<file path="src/rtl/assert_macros.svh">
// Assertion helpers shared by the RTL. Every check is clocked on clk and is
// disabled while arst_n is low.
`ifndef ASSERT_MACROS_SVH
`define ASSERT_MACROS_SVH

// The expression holds at every clock edge.
`define ASSERT_ALWAYS(label, expr) \
	label: assert property (@(posedge clk) disable iff (!arst_n) (expr)) \
		else $error("assertion failed: invariant");

// When the antecedent holds, the consequent holds at the same edge.
`define ASSERT_IMPL(label, ante, cons) \
	label: assert property (@(posedge clk) disable iff (!arst_n) (ante) |-> (cons)) \
		else $error("assertion failed: same-cycle implication");

// When the antecedent holds, the consequent holds at the next edge.
`define ASSERT_NEXT(label, ante, cons) \
	label: assert property (@(posedge clk) disable iff (!arst_n) (ante) |=> (cons)) \
		else $error("assertion failed: next-cycle implication");

`endif

</file>
<file path="src/rtl/smsrng_pkg.sv">
package smsrng_pkg;

	localparam logic [14:0] LCG_MUL = 15'd16807;
	localparam logic [30:0] LCG_MOD = 31'h7FFF_FFFF;
	localparam logic signed [31:0] SEED_OFFSET = 32'sd22261048;
	localparam logic signed [31:0] SEED_LIMIT = 32'sd1000;
	localparam int WARMUP_STEPS = 8;

	typedef struct packed {
		logic init_start;
		logic init_seed;
		logic fill_step;
		logic draw_div;
		logic draw_fix;
		logic draw_swap;
	} smsrng_cmd_t;

	typedef struct packed {
		logic lcg_zero;
		logic last_zero;
		logic fill_done;
	} smsrng_sts_t;

endpackage

</file>
<file path="src/rtl/smsrng_ram.sv">
module smsrng_ram #(
	parameter int WIDTH = 31,
	parameter int DEPTH = 32
) (
	input  logic                     clk,
	input  logic                     we,
	input  logic [$clog2(DEPTH)-1:0] waddr,
	input  logic [WIDTH-1:0]         wdata,
	input  logic                     re,
	input  logic [$clog2(DEPTH)-1:0] raddr,
	output logic [WIDTH-1:0]         rdata
);

	logic [WIDTH-1:0] mem [DEPTH];
	logic [WIDTH-1:0] rdata_q;

	always_ff @(posedge clk) begin
		if (we) begin
			mem[waddr] <= wdata;
		end
		if (re) begin
			rdata_q <= mem[raddr];
		end
	end

	assign rdata = rdata_q;

endmodule

</file>
<file path="src/rtl/smsrng_dp.sv">
module smsrng_dp import smsrng_pkg::*; #(
	parameter int TABLE_DEPTH = 32
) (
	input  logic               clk,
	input  logic               arst_n,
	input  logic               seed_wr_en,
	input  logic signed [31:0] seed_wr_data,
	input  smsrng_cmd_t        cmd,
	output smsrng_sts_t        sts,
	output logic [30:0]        value
);

	localparam int AW = $clog2(TABLE_DEPTH);
	localparam int CW = $clog2(TABLE_DEPTH + WARMUP_STEPS);
	localparam logic [31:0] SLOT_DIV = 32'(1 + (64'd2147483646 / TABLE_DEPTH));
	localparam logic [30:0] SLOT_RECIP = 31'(64'h8000_0000 / SLOT_DIV);

	logic signed [31:0] seed_q;
	logic [31:0]        lcg_q;
	logic [30:0]        last_q;
	logic [30:0]        value_q;
	logic [CW-1:0]      cnt_q;
	logic [61:0]        div_prod_q;
	logic [AW-1:0]      slot_q;

	logic [46:0]   mul_prod;
	logic [31:0]   fold;
	logic [30:0]   lcg_next;
	logic [31:0]   seed_start;
	logic [31:0]   start_val;
	logic [AW-1:0] q_est;
	logic [31:0]   q_back;
	logic [31:0]   q_rem;
	logic [AW-1:0] slot;
	logic          fill_wr;
	logic          ram_we;
	logic [AW-1:0] ram_waddr;
	logic [30:0]   ram_wdata;
	logic [30:0]   ram_rdata;

	// One generator step. 2^31 is congruent to 1, so the high part folds onto
	// the low part and one conditional subtract finishes the reduction.
	assign mul_prod = 47'(lcg_q) * 47'(LCG_MUL);
	assign fold     = {1'b0, mul_prod[30:0]} + 32'(mul_prod[46:31]);
	assign lcg_next = (fold >= {1'b0, LCG_MOD}) ? 31'(fold - {1'b0, LCG_MOD}) : fold[30:0];

	// Conditioned seed, mapped onto the start value (negated only when at or below -SEED_LIMIT).
	always_comb begin
		if (seed_q > SEED_LIMIT) begin
			seed_start = seed_q;
		end else if (seed_q <= -SEED_LIMIT) begin
			seed_start = -seed_q;
		end else if (seed_q == 32'sd0) begin
			seed_start = SEED_OFFSET - 32'sd1;
		end else begin
			seed_start = SEED_OFFSET - seed_q;
		end
	end

	assign start_val = cmd.init_seed ? seed_start : 32'd1;

	// The reciprocal estimate is exact or one low; the remainder check fixes it.
	assign q_est = div_prod_q[31 +: AW];
	assign q_back = 32'(q_est) * SLOT_DIV;
	assign q_rem = {1'b0, last_q} - q_back;
	assign slot = q_est + AW'(q_rem >= SLOT_DIV);

	assign fill_wr   = cmd.fill_step && (cnt_q < CW'(TABLE_DEPTH));
	assign ram_we    = fill_wr || cmd.draw_swap;
	assign ram_waddr = cmd.fill_step ? cnt_q[AW-1:0] : slot_q;
	assign ram_wdata = cmd.fill_step ? lcg_next : lcg_q[30:0];

	smsrng_ram #(
		.WIDTH(31),
		.DEPTH(TABLE_DEPTH)
	) u_table (
		.clk  (clk),
		.we   (ram_we),
		.waddr(ram_waddr),
		.wdata(ram_wdata),
		.re   (cmd.draw_fix),
		.raddr(slot),
		.rdata(ram_rdata)
	);

	always_ff @(posedge clk or negedge arst_n) begin
		if (!arst_n) begin
			seed_q <= '0;
			lcg_q  <= '0;
			last_q <= '0;
		end else begin
			if (seed_wr_en) begin
				seed_q <= seed_wr_data;
			end
			if (cmd.init_start) begin
				lcg_q <= start_val;
			end else if (cmd.fill_step || cmd.draw_div) begin
				lcg_q <= {1'b0, lcg_next};
			end
			if (cmd.fill_step && (cnt_q == '0)) begin
				last_q <= lcg_next;
			end else if (cmd.draw_swap) begin
				last_q <= ram_rdata;
			end
		end
	end

	always_ff @(posedge clk) begin
		if (cmd.init_start) begin
			cnt_q <= CW'(TABLE_DEPTH + WARMUP_STEPS - 1);
		end else if (cmd.fill_step) begin
			cnt_q <= cnt_q - CW'(1);
		end
		if (cmd.draw_div) begin
			div_prod_q <= 62'(last_q) * 62'(SLOT_RECIP);
		end
		if (cmd.draw_fix) begin
			slot_q <= slot;
		end
		if (cmd.draw_swap) begin
			value_q <= ram_rdata;
		end
	end

	assign sts.lcg_zero  = (lcg_q == '0);
	assign sts.last_zero = (last_q == '0);
	assign sts.fill_done = (cnt_q == '0);
	assign value = value_q;

endmodule

</file>
<file path="src/rtl/smsrng_ctrl.sv">
module smsrng_ctrl import smsrng_pkg::*; (
	input  logic        clk,
	input  logic        arst_n,
	input  logic        in_valid,
	output logic        in_stall,
	input  logic        restart,
	output logic        out_valid,
	input  logic        out_stall,
	input  smsrng_sts_t sts,
	output smsrng_cmd_t cmd
);

	typedef enum logic [4:0] {
		S_IDLE = 5'b00001,
		S_FILL = 5'b00010,
		S_DIV  = 5'b00100,
		S_FIX  = 5'b01000,
		S_SWAP = 5'b10000
	} ctrl_state_t;

	ctrl_state_t state_q, state_d;
	logic        needs_init_q;
	logic        out_valid_q;

	always_comb begin
		state_d = state_q;
		cmd     = '0;
		case (state_q)
			S_IDLE: begin
				if (in_valid) begin
					if (restart) begin
						cmd.init_start = 1'b1;
						cmd.init_seed  = 1'b1;
						state_d        = S_FILL;
					end else if (needs_init_q || sts.lcg_zero || sts.last_zero) begin
						cmd.init_start = 1'b1;
						state_d        = S_FILL;
					end else begin
						state_d = S_DIV;
					end
				end
			end
			S_FILL: begin
				cmd.fill_step = 1'b1;
				if (sts.fill_done) begin
					state_d = S_DIV;
				end
			end
			S_DIV: begin
				cmd.draw_div = 1'b1;
				state_d      = S_FIX;
			end
			S_FIX: begin
				cmd.draw_fix = 1'b1;
				state_d      = S_SWAP;
			end
			S_SWAP: begin
				// The table swap waits until the output register can take the result.
				if (!out_valid_q || !out_stall) begin
					cmd.draw_swap = 1'b1;
					state_d       = S_IDLE;
				end
			end
			default: begin
				state_d = S_IDLE;
			end
		endcase
	end

	always_ff @(posedge clk or negedge arst_n) begin
		if (!arst_n) begin
			state_q      <= S_IDLE;
			needs_init_q <= 1'b1;
			out_valid_q  <= 1'b0;
		end else begin
			state_q <= state_d;
			if (cmd.fill_step && sts.fill_done) begin
				needs_init_q <= 1'b0;
			end
			if (cmd.draw_swap) begin
				out_valid_q <= 1'b1;
			end else if (!out_stall) begin
				out_valid_q <= 1'b0;
			end
		end
	end

	assign in_stall  = (state_q != S_IDLE);
	assign out_valid = out_valid_q;

endmodule

</file>
<file path="src/rtl/shuffled_minimal_standard_rng.sv">
// An ordinary draw steps through accept (S_IDLE), slot divide (S_DIV), table read (S_FIX)
// and table swap (S_SWAP); out_valid is registered from the swap. in_stall holds new
// draws off until S_IDLE, and a stalled output holds the swap, and so the next accept,
// back. A draw that reinitializes (after reset, restart, or a zero state) first warms up
// and fills the table in S_FILL, one generator step per cycle.
// Reset (arst_n low) clears the seed, generator and control state; the shuffle
// table is not cleared and is always filled before its first read.
`include "assert_macros.svh"

module shuffled_minimal_standard_rng import smsrng_pkg::*; #(
	parameter int TABLE_DEPTH = 32
) (
	input  logic               clk,
	input  logic               arst_n,
	input  logic               seed_wr_en,
	input  logic signed [31:0] seed_wr_data,
	input  logic               in_valid,
	output logic               in_stall,
	input  logic               restart,
	output logic               out_valid,
	input  logic               out_stall,
	output logic [30:0]        value
);

	smsrng_cmd_t cmd;
	smsrng_sts_t sts;
	logic [4:0]  cmd_steps;

	smsrng_ctrl u_ctrl (
		.clk      (clk),
		.arst_n   (arst_n),
		.in_valid (in_valid),
		.in_stall (in_stall),
		.restart  (restart),
		.out_valid(out_valid),
		.out_stall(out_stall),
		.sts      (sts),
		.cmd      (cmd)
	);

	smsrng_dp #(
		.TABLE_DEPTH(TABLE_DEPTH)
	) u_dp (
		.clk         (clk),
		.arst_n      (arst_n),
		.seed_wr_en  (seed_wr_en),
		.seed_wr_data(seed_wr_data),
		.cmd         (cmd),
		.sts         (sts),
		.value       (value)
	);

	assign cmd_steps = {cmd.init_start, cmd.fill_step, cmd.draw_div, cmd.draw_fix, cmd.draw_swap};

	`ASSERT_ALWAYS(a_cmd_onehot, $onehot0(cmd_steps))
	`ASSERT_IMPL(a_swap_has_room, cmd.draw_swap, !out_valid || !out_stall)
	`ASSERT_NEXT(a_busy_after_accept, in_valid && !in_stall, in_stall)
	`ASSERT_NEXT(a_fill_then_draw, cmd.fill_step && sts.fill_done, cmd.draw_div)

endmodule
</file>
<file path="config.mk">
export PLATFORM = sky130hd
export DESIGN_NAME = shuffled_minimal_standard_rng
export DESIGN_NICKNAME = d
export VERILOG_FILES = /design/src/rtl/smsrng_pkg.sv /design/src/rtl/smsrng_ram.sv /design/src/rtl/smsrng_dp.sv /design/src/rtl/smsrng_ctrl.sv /design/src/rtl/shuffled_minimal_standard_rng.sv
export VERILOG_INCLUDE_DIRS = /design/src /design/src/rtl
export SDC_FILE = /design/constraint.sdc
export NUM_CORES = 2
export LEC_CHECK = 0
export ABC_AREA = 0
export BUFFER_PORTS_ARGS = -buffer_cell sky130_fd_sc_hd__buf_2
export CORE_UTILIZATION = 42
export DETAILED_ROUTE_END_ITERATION = 10
export PLACE_DENSITY = 0.54
export SYNTH_ARGS = -nofsm -noshare
export SYNTH_HDL_FRONTEND = slang
export SYNTH_HIERARCHICAL = 1
export SYNTH_SLANG_ARGS = --single-unit
</file>
<file path="constraint.sdc">
create_clock -name clk -period 23.2 [get_ports clk]
set_input_delay 3.48 -clock clk [delete_from_list [all_inputs] [get_ports clk]]
set_output_delay 3.48 -clock clk [all_outputs]
set_load 0.05 [all_outputs]
</file>
======== After elaboration in Yosys (flattened, before gate mapping) ========
Memory sizes are Yosys's and may differ from the RTL's. A register that Yosys moved wholly into a read port is not among the register bits.
Index checks and enable logic that the tools add are counted.
storage, ports and cells
  word-level logic and storage cells ...... 81
  memories ................................ 1
  flip-flop bits (word level) ............. 175
  RAM bits ................................ 992
memory list
  name              depth  bits a word  rd ports  clocked after memory_dff  write ports  line              source
  u_dp.u_table.mem  32     31           1         1                         1            smsrng_ram.sv:14  logic [WIDTH-1:0] mem [DEPTH];
operators by class
  multiply operators ...................... 1
  add/subtract/negate cells ............... 7
  magnitude comparators ................... 5
  reductions and logical operators ........ 16
  muxes and demuxes ....................... 31
  equality and inequality tests ........... 10
operator list
  cell                    number
  $mux 32                 6
  $mux 31                 4
  $logic_not 32->1        2
  $mul 32x15->47 const B  1
  $add 31x16->32          1
  $ge 32x27->1 const B    1
  $ge 32x31->1 const B    1
  $gt 32x11->1 const B    1
  $le 32x11->1 const B    1
  $neg 32->32             1
  $sub 26x32->32 const A  1
  $sub 31x31->32          1
  $logic_not 31->1        1
  $sub 31x31->31 const B  1
  $pmux 5 s5              1
  $mux 5                  4
  $mux 1                  12
  $logic_not 6->1         1
  $lt 6x6->1 const B      1
  $mux 3                  2
  $sub 6x1->6 const B     1
  $add 5x1->5             1
  $eq 5x1->1 const B      1
  $eq 5x2->1 const B      1
  12 further kinds        22

======== Logic depth before layout (Yosys ltp) ========
  word-level depth ........................ 9
  mapped depth ............................ 40

======== Cells and area by module ========
The synthesis kept the hierarchy.
by module, submodules not included
  module       times used  area each (sq um)  cells each
  smsrng_ram   1           39,474.1           2,192
  smsrng_dp    1           17,987.3           2,005
  smsrng_ctrl  1           367.9              39

======== Least setup slack after synthesis ========
OpenSTA, ideal clock, no wires.
  path kind ............................... register -> register
  from .................................... reg u_dp.lcg_q[18]
  to ...................................... mem u_dp.u_table.mem[0][2], data pin
  data required time ...................... 22.733 ns
  cell stages (with the launch flop) ...... 36
  setup slack ............................. 12.225 ns
  library setup time ...................... 0.467 ns
  period minus slack after synthesis ...... 10.975 ns
  arrival ................................. 10.508 ns
  path through ............................ dfrtp_1 inv_1 fa_1 inv_1 ha_1 inv_1 fa_1 inv_1 fa_1 fa_1 fa_1 ha_1 clkbuf_1 a21oi_1 o21ai_0 a311oi_1 and4_1 o31ai_1 a21o_1 a21o_1 a31oi_1 nor2_1 a211oi_1 xnor2_1 ha_1 and3_1 and3_1 a311oi_1 nand4_2 or4_4 or3_4 nor2_1 a22oi_2 o31ai_4 a21oi_1 o31ai_1
between the ends
  cells in the longest elaborated chain, start to end .. 5
ends and longest elaborated chain
  what                                            line              source
  start: declaration                              smsrng_dp.sv:19   logic [31:0] lcg_q;
  start signal: assignment                        smsrng_dp.sv:96   lcg_q <= start_val;
  start signal: assignment                        smsrng_dp.sv:98   lcg_q <= {1'b0, lcg_next};
  $mul 32x15->47 (*)                              smsrng_dp.sv:43   assign mul_prod = 47'(lcg_q) * 47'(LCG_MUL);
  $add 31x16->32 (*)                              smsrng_dp.sv:44   assign fold = {1'b0, mul_prod[30:0]} + 32'(mul_prod[46:31]);
  $sub 31x31->31 or $ge 32x31->1 (tied branches)  smsrng_dp.sv:45   assign lcg_next = (fold >= {1'b0, LCG_MOD}) ? 31'(fold - {1'b0, LCG_MOD}) : fold[30:0];
  $mux 31 (*)                                     smsrng_dp.sv:45
  $mux 31 (*)                                     smsrng_dp.sv:71   assign ram_wdata = cmd.fill_step ? lcg_next : lcg_q[30:0];
  via u_dp.ram_wdata[2]                           smsrng_dp.sv:38   logic [30:0] ram_wdata;
  end: declaration                                smsrng_ram.sv:14
The timed path passes the listed nets; every way through them passes the cells marked *.

======== Worst setup path in the final report ========
  from .................................... reg u_dp.lcg_q[15]
  to ...................................... mem u_dp.u_table.mem[24][2], data pin
The elaborated chain is that of the path after synthesis.

==> impl_metrics.env <==
export IMPL_cts_tree="done"
export IMPL_status="finished clean"
export IMPL_drt_iter0_markers=3308
export IMPL_slew_headroom_pct=12.6
export IMPL_postCtsHoldBufs=0
export IMPL_crit_path_start="u_dp/lcg_q[15]$_DFFE_PN0P_"
export IMPL_ant_nets=0
export IMPL_ys_warn_count=6
export IMPL_cp_common_cell="inv_1"
export IMPL_hold_path_class="reg -> reg"
export IMPL_viasPerCell=5.77
export IMPL_synth_area_per_cell_um2=13.7
export IMPL_ys_ff_latch=1172
export IMPL_hold_viol_final=0
export IMPL_post_route_drc_count=0
export IMPL_final_cell_mix="edfxtp_1 (1064), mux2i_1 (519), inv_1 (334)"
export IMPL_worstSkewPairLatency_ns=0.76
export IMPL_rsz0062_at_grt="false"
export IMPL_area_delta_synth_final_pct=12.1
export IMPL_fin_worst_skew_ns=0.0282
export IMPL_first_pass_iters=5
export IMPL_dpl_hpwl_mm=106
export IMPL_path_max_fanout=32
export IMPL_ys_seq_area_share_pct=59.9
export IMPL_synth_area_um2=57800
export IMPL_die_w_um=373
export IMPL_rows=135
export IMPL_period_share_pct=54.3
export IMPL_fp_coreArea_um2=136000
export IMPL_synth_enable_flop_cells=1064
export IMPL_ys_types=94
export IMPL_cp_arrival_ns=12.99
export IMPL_r2r_cells=35
export IMPL_cts_root_buf="clkbuf_16"
export IMPL_fmax_mhz=79.3
export IMPL_grt_max_degree=127
export IMPL_post_cts_buffers=0
export IMPL_start_util_pct=42.5
export IMPL_grt_first_pass_wirelength_mm=243
export IMPL_setup_violations=0
export IMPL_endpoint="u_dp/u_table/mem[24][2]$_DFFE_PP_"
export IMPL_path_clk_slew_ns=0.06
export IMPL_synth_top_flop_cell="edfxtp_1"
export IMPL_die_height_um=373
export IMPL_track_usage_pct=24.0
export IMPL_slowest_stage="o311ai_0"
export IMPL_tns_ns=0
export IMPL_vias=35800
export IMPL_r2r_start="u_dp/lcg_q[15]$_DFFE_PN0P_"
export IMPL_wl_per_cell_um=27.2
export IMPL_fill_cells=11900
export IMPL_totalWireLength_mm=169
export IMPL_slew_violations=0
export IMPL_grt_pass1_vias=34500
export IMPL_hold_path_depth=0
export IMPL_cts_buffer_depth=3
export IMPL_antenna_found_initial=5
export IMPL_max_stage_delay_ns=1.15
export IMPL_worst_pin_slew_ns=1.30
export IMPL_cts_sinks=1172
export IMPL_r2r_end="u_dp/u_table/mem[24][2]$_DFFE_PP_"
export IMPL_overflow=0
export IMPL_start_kind="flop"
export IMPL_portBuffers=70
export IMPL_dieArea_um2=139000
export IMPL_fin_nets=4738
export IMPL_critPathCaptureType="flop"
export IMPL_syn_nets=4649
export IMPL_async_flop_share_pct=8.70
export IMPL_cts_resized=0
export IMPL_crit_required_ns=23.58
export IMPL_place_congestion=0.930
export IMPL_cap_violations=0
export IMPL_criticalPathCategory="reg -> reg"
export IMPL_cts_buffers=130
export IMPL_final_common_cell="edfxtp_1"
export IMPL_h_tree_depth=4
export IMPL_io_pins=71
export IMPL_r2r_setup_slack_ns=10.59
export IMPL_fin_crit_ns=12.61
export IMPL_synthCells=4236
export IMPL_layout_drive_gt1_share_pct=11.2
-- layout make-up --
type | instances | area [um^2] | area share, %
timing repair buffer | 151 | 1030 | 1.58
antenna | 4 | 10.0 | 0.0154
multi-input combinational | 2535 | 21400 | 33.1
tap | 1781 | 2230 | 3.44
clock inverter | 69 | 708 | 1.09
clock buffer | 165 | 3550 | 5.48
inverter | 335 | 1260 | 1.94
sequential | 1172 | 34600 | 53.4
-- registers in the layout (all words and copies together), names as in the netlist --
register             flops
u_dp/cnt_q               6
u_dp/value              31
u_ctrl/needs_init_q      1
u_dp/lcg_q              32
u_ctrl/out_valid         1
u_dp/u_table/mem       992
u_ctrl/state_q           5
u_dp/u_table/rdata      31
u_dp/last_q             31
u_dp/div_prod_q          5
u_dp/seed_q             32
u_dp/slot_q              5
-- cell usage after synthesis, types with 20 or more instances --
cell	number	area share, %
nor4_1	26	0.28
a22o_1	65	0.98
xnor2_1	49	0.74
buf_2	39	0.34
a21oi_1	192	1.7
or3_1	20	0.22
nand4_1	28	0.30
buf_4	38	0.49
a22oi_1	100	1.3
nand3_1	146	1.3
a211oi_1	24	0.31
nand2_1	204	1.3
mux2_2	45	0.88
nor3_1	72	0.62
dfrtp_1	100	4.3
and3_1	20	0.22
nor2_1	158	1.0
xor2_1	38	0.58
inv_1	335	2.2
a31oi_1	61	0.66
a21o_1	32	0.42
clkbuf_1	95	0.62
nor2b_1	27	0.29
o21ai_0	96	0.83
fa_1	140	4.8
ha_1	235	5.1
edfxtp_1	1064	55
mux2i_1	523	9.1
-- cells by family (layout without fill, tap and decap cells) --
family | after synthesis | after routing | share of synthesized area [%]
flip-flops | 1172 | 1172 | 59.9
adder cells (fa/ha/maj) | 375 | 375 | 9.93
other | 0 | 4 | 0
XOR/XNOR | 87 | 87 | 1.32
AND/OR/NAND/NOR | 776 | 776 | 6.58
multiplexers | 568 | 568 | 9.93
buffers and inverters | 529 | 720 | 3.87
AO/OA/AOI/OAI | 729 | 729 | 8.50
-- stage by stage --
step / std cells / hold slack, ns / utilization [%] / instance area (um^2) / setup WS (ns)
2_1_floorplan: 4236 / 0.420 / - / 57800 / 12.23
6_report: 6212 / 0.468 / 47.7 / 64800 / 10.59
3_3_place_gp: 5973 / 0.452 / 44.5 / 60600 / 10.77
5_1_grt: 6208 / 0.490 / 47.7 / 64800 / 9.86
3_5_place_dp: 5973 / 0.459 / 44.5 / 60600 / 10.64
4_1_cts: 6207 / 0.481 / 47.7 / 64800 / 10.58
-- worst min path at each step --
stage,start,end,slack [ns]
after floorplan,u_dp/u_table/rdata[2]$_DFFE_PP_,u_dp/value[2]$_DFFE_PP_,0.42
after global placement,u_dp/u_table/rdata[22]$_DFFE_PP_,u_dp/value[22]$_DFFE_PP_,0.45
after detailed placement,u_dp/u_table/rdata[22]$_DFFE_PP_,u_dp/value[22]$_DFFE_PP_,0.46
after CTS,u_dp/u_table/rdata[14]$_DFFE_PP_,u_dp/value[14]$_DFFE_PP_,0.48
after global routing,u_dp/u_table/rdata[22]$_DFFE_PP_,u_dp/value[22]$_DFFE_PP_,0.49
final,u_dp/u_table/rdata[14]$_DFFE_PP_,u_dp/value[14]$_DFFE_PP_,0.47
-- critical path, delay by kind of cell, from the launching register on --
kind	cells	cell delay [ns]
AOI/OAI and AO/OA	15	5.71
xor gates and xnor gates	2	0.60
adders and majority gates	8	3.58
DFF	1	0.56
and+or+nand+nor	4	1.25
buffers and inverters	6	0.48
-- per-layer routing --
metal | track usage, % | up-vias | routed length, um
met4 | 5.87 | 0 | 3390
met1 | 33.9 | 18500 | 76100
li1 | - | 16100 | -
met5 | 0 | - | 0
met3 | 3.35 | 183 | 8980
met2 | 38.9 | 1012 | 80200
Power is left out: the tool's default activity adds up to more than one toggle a clock period on the data nets, which glitch-free logic cannot reach.
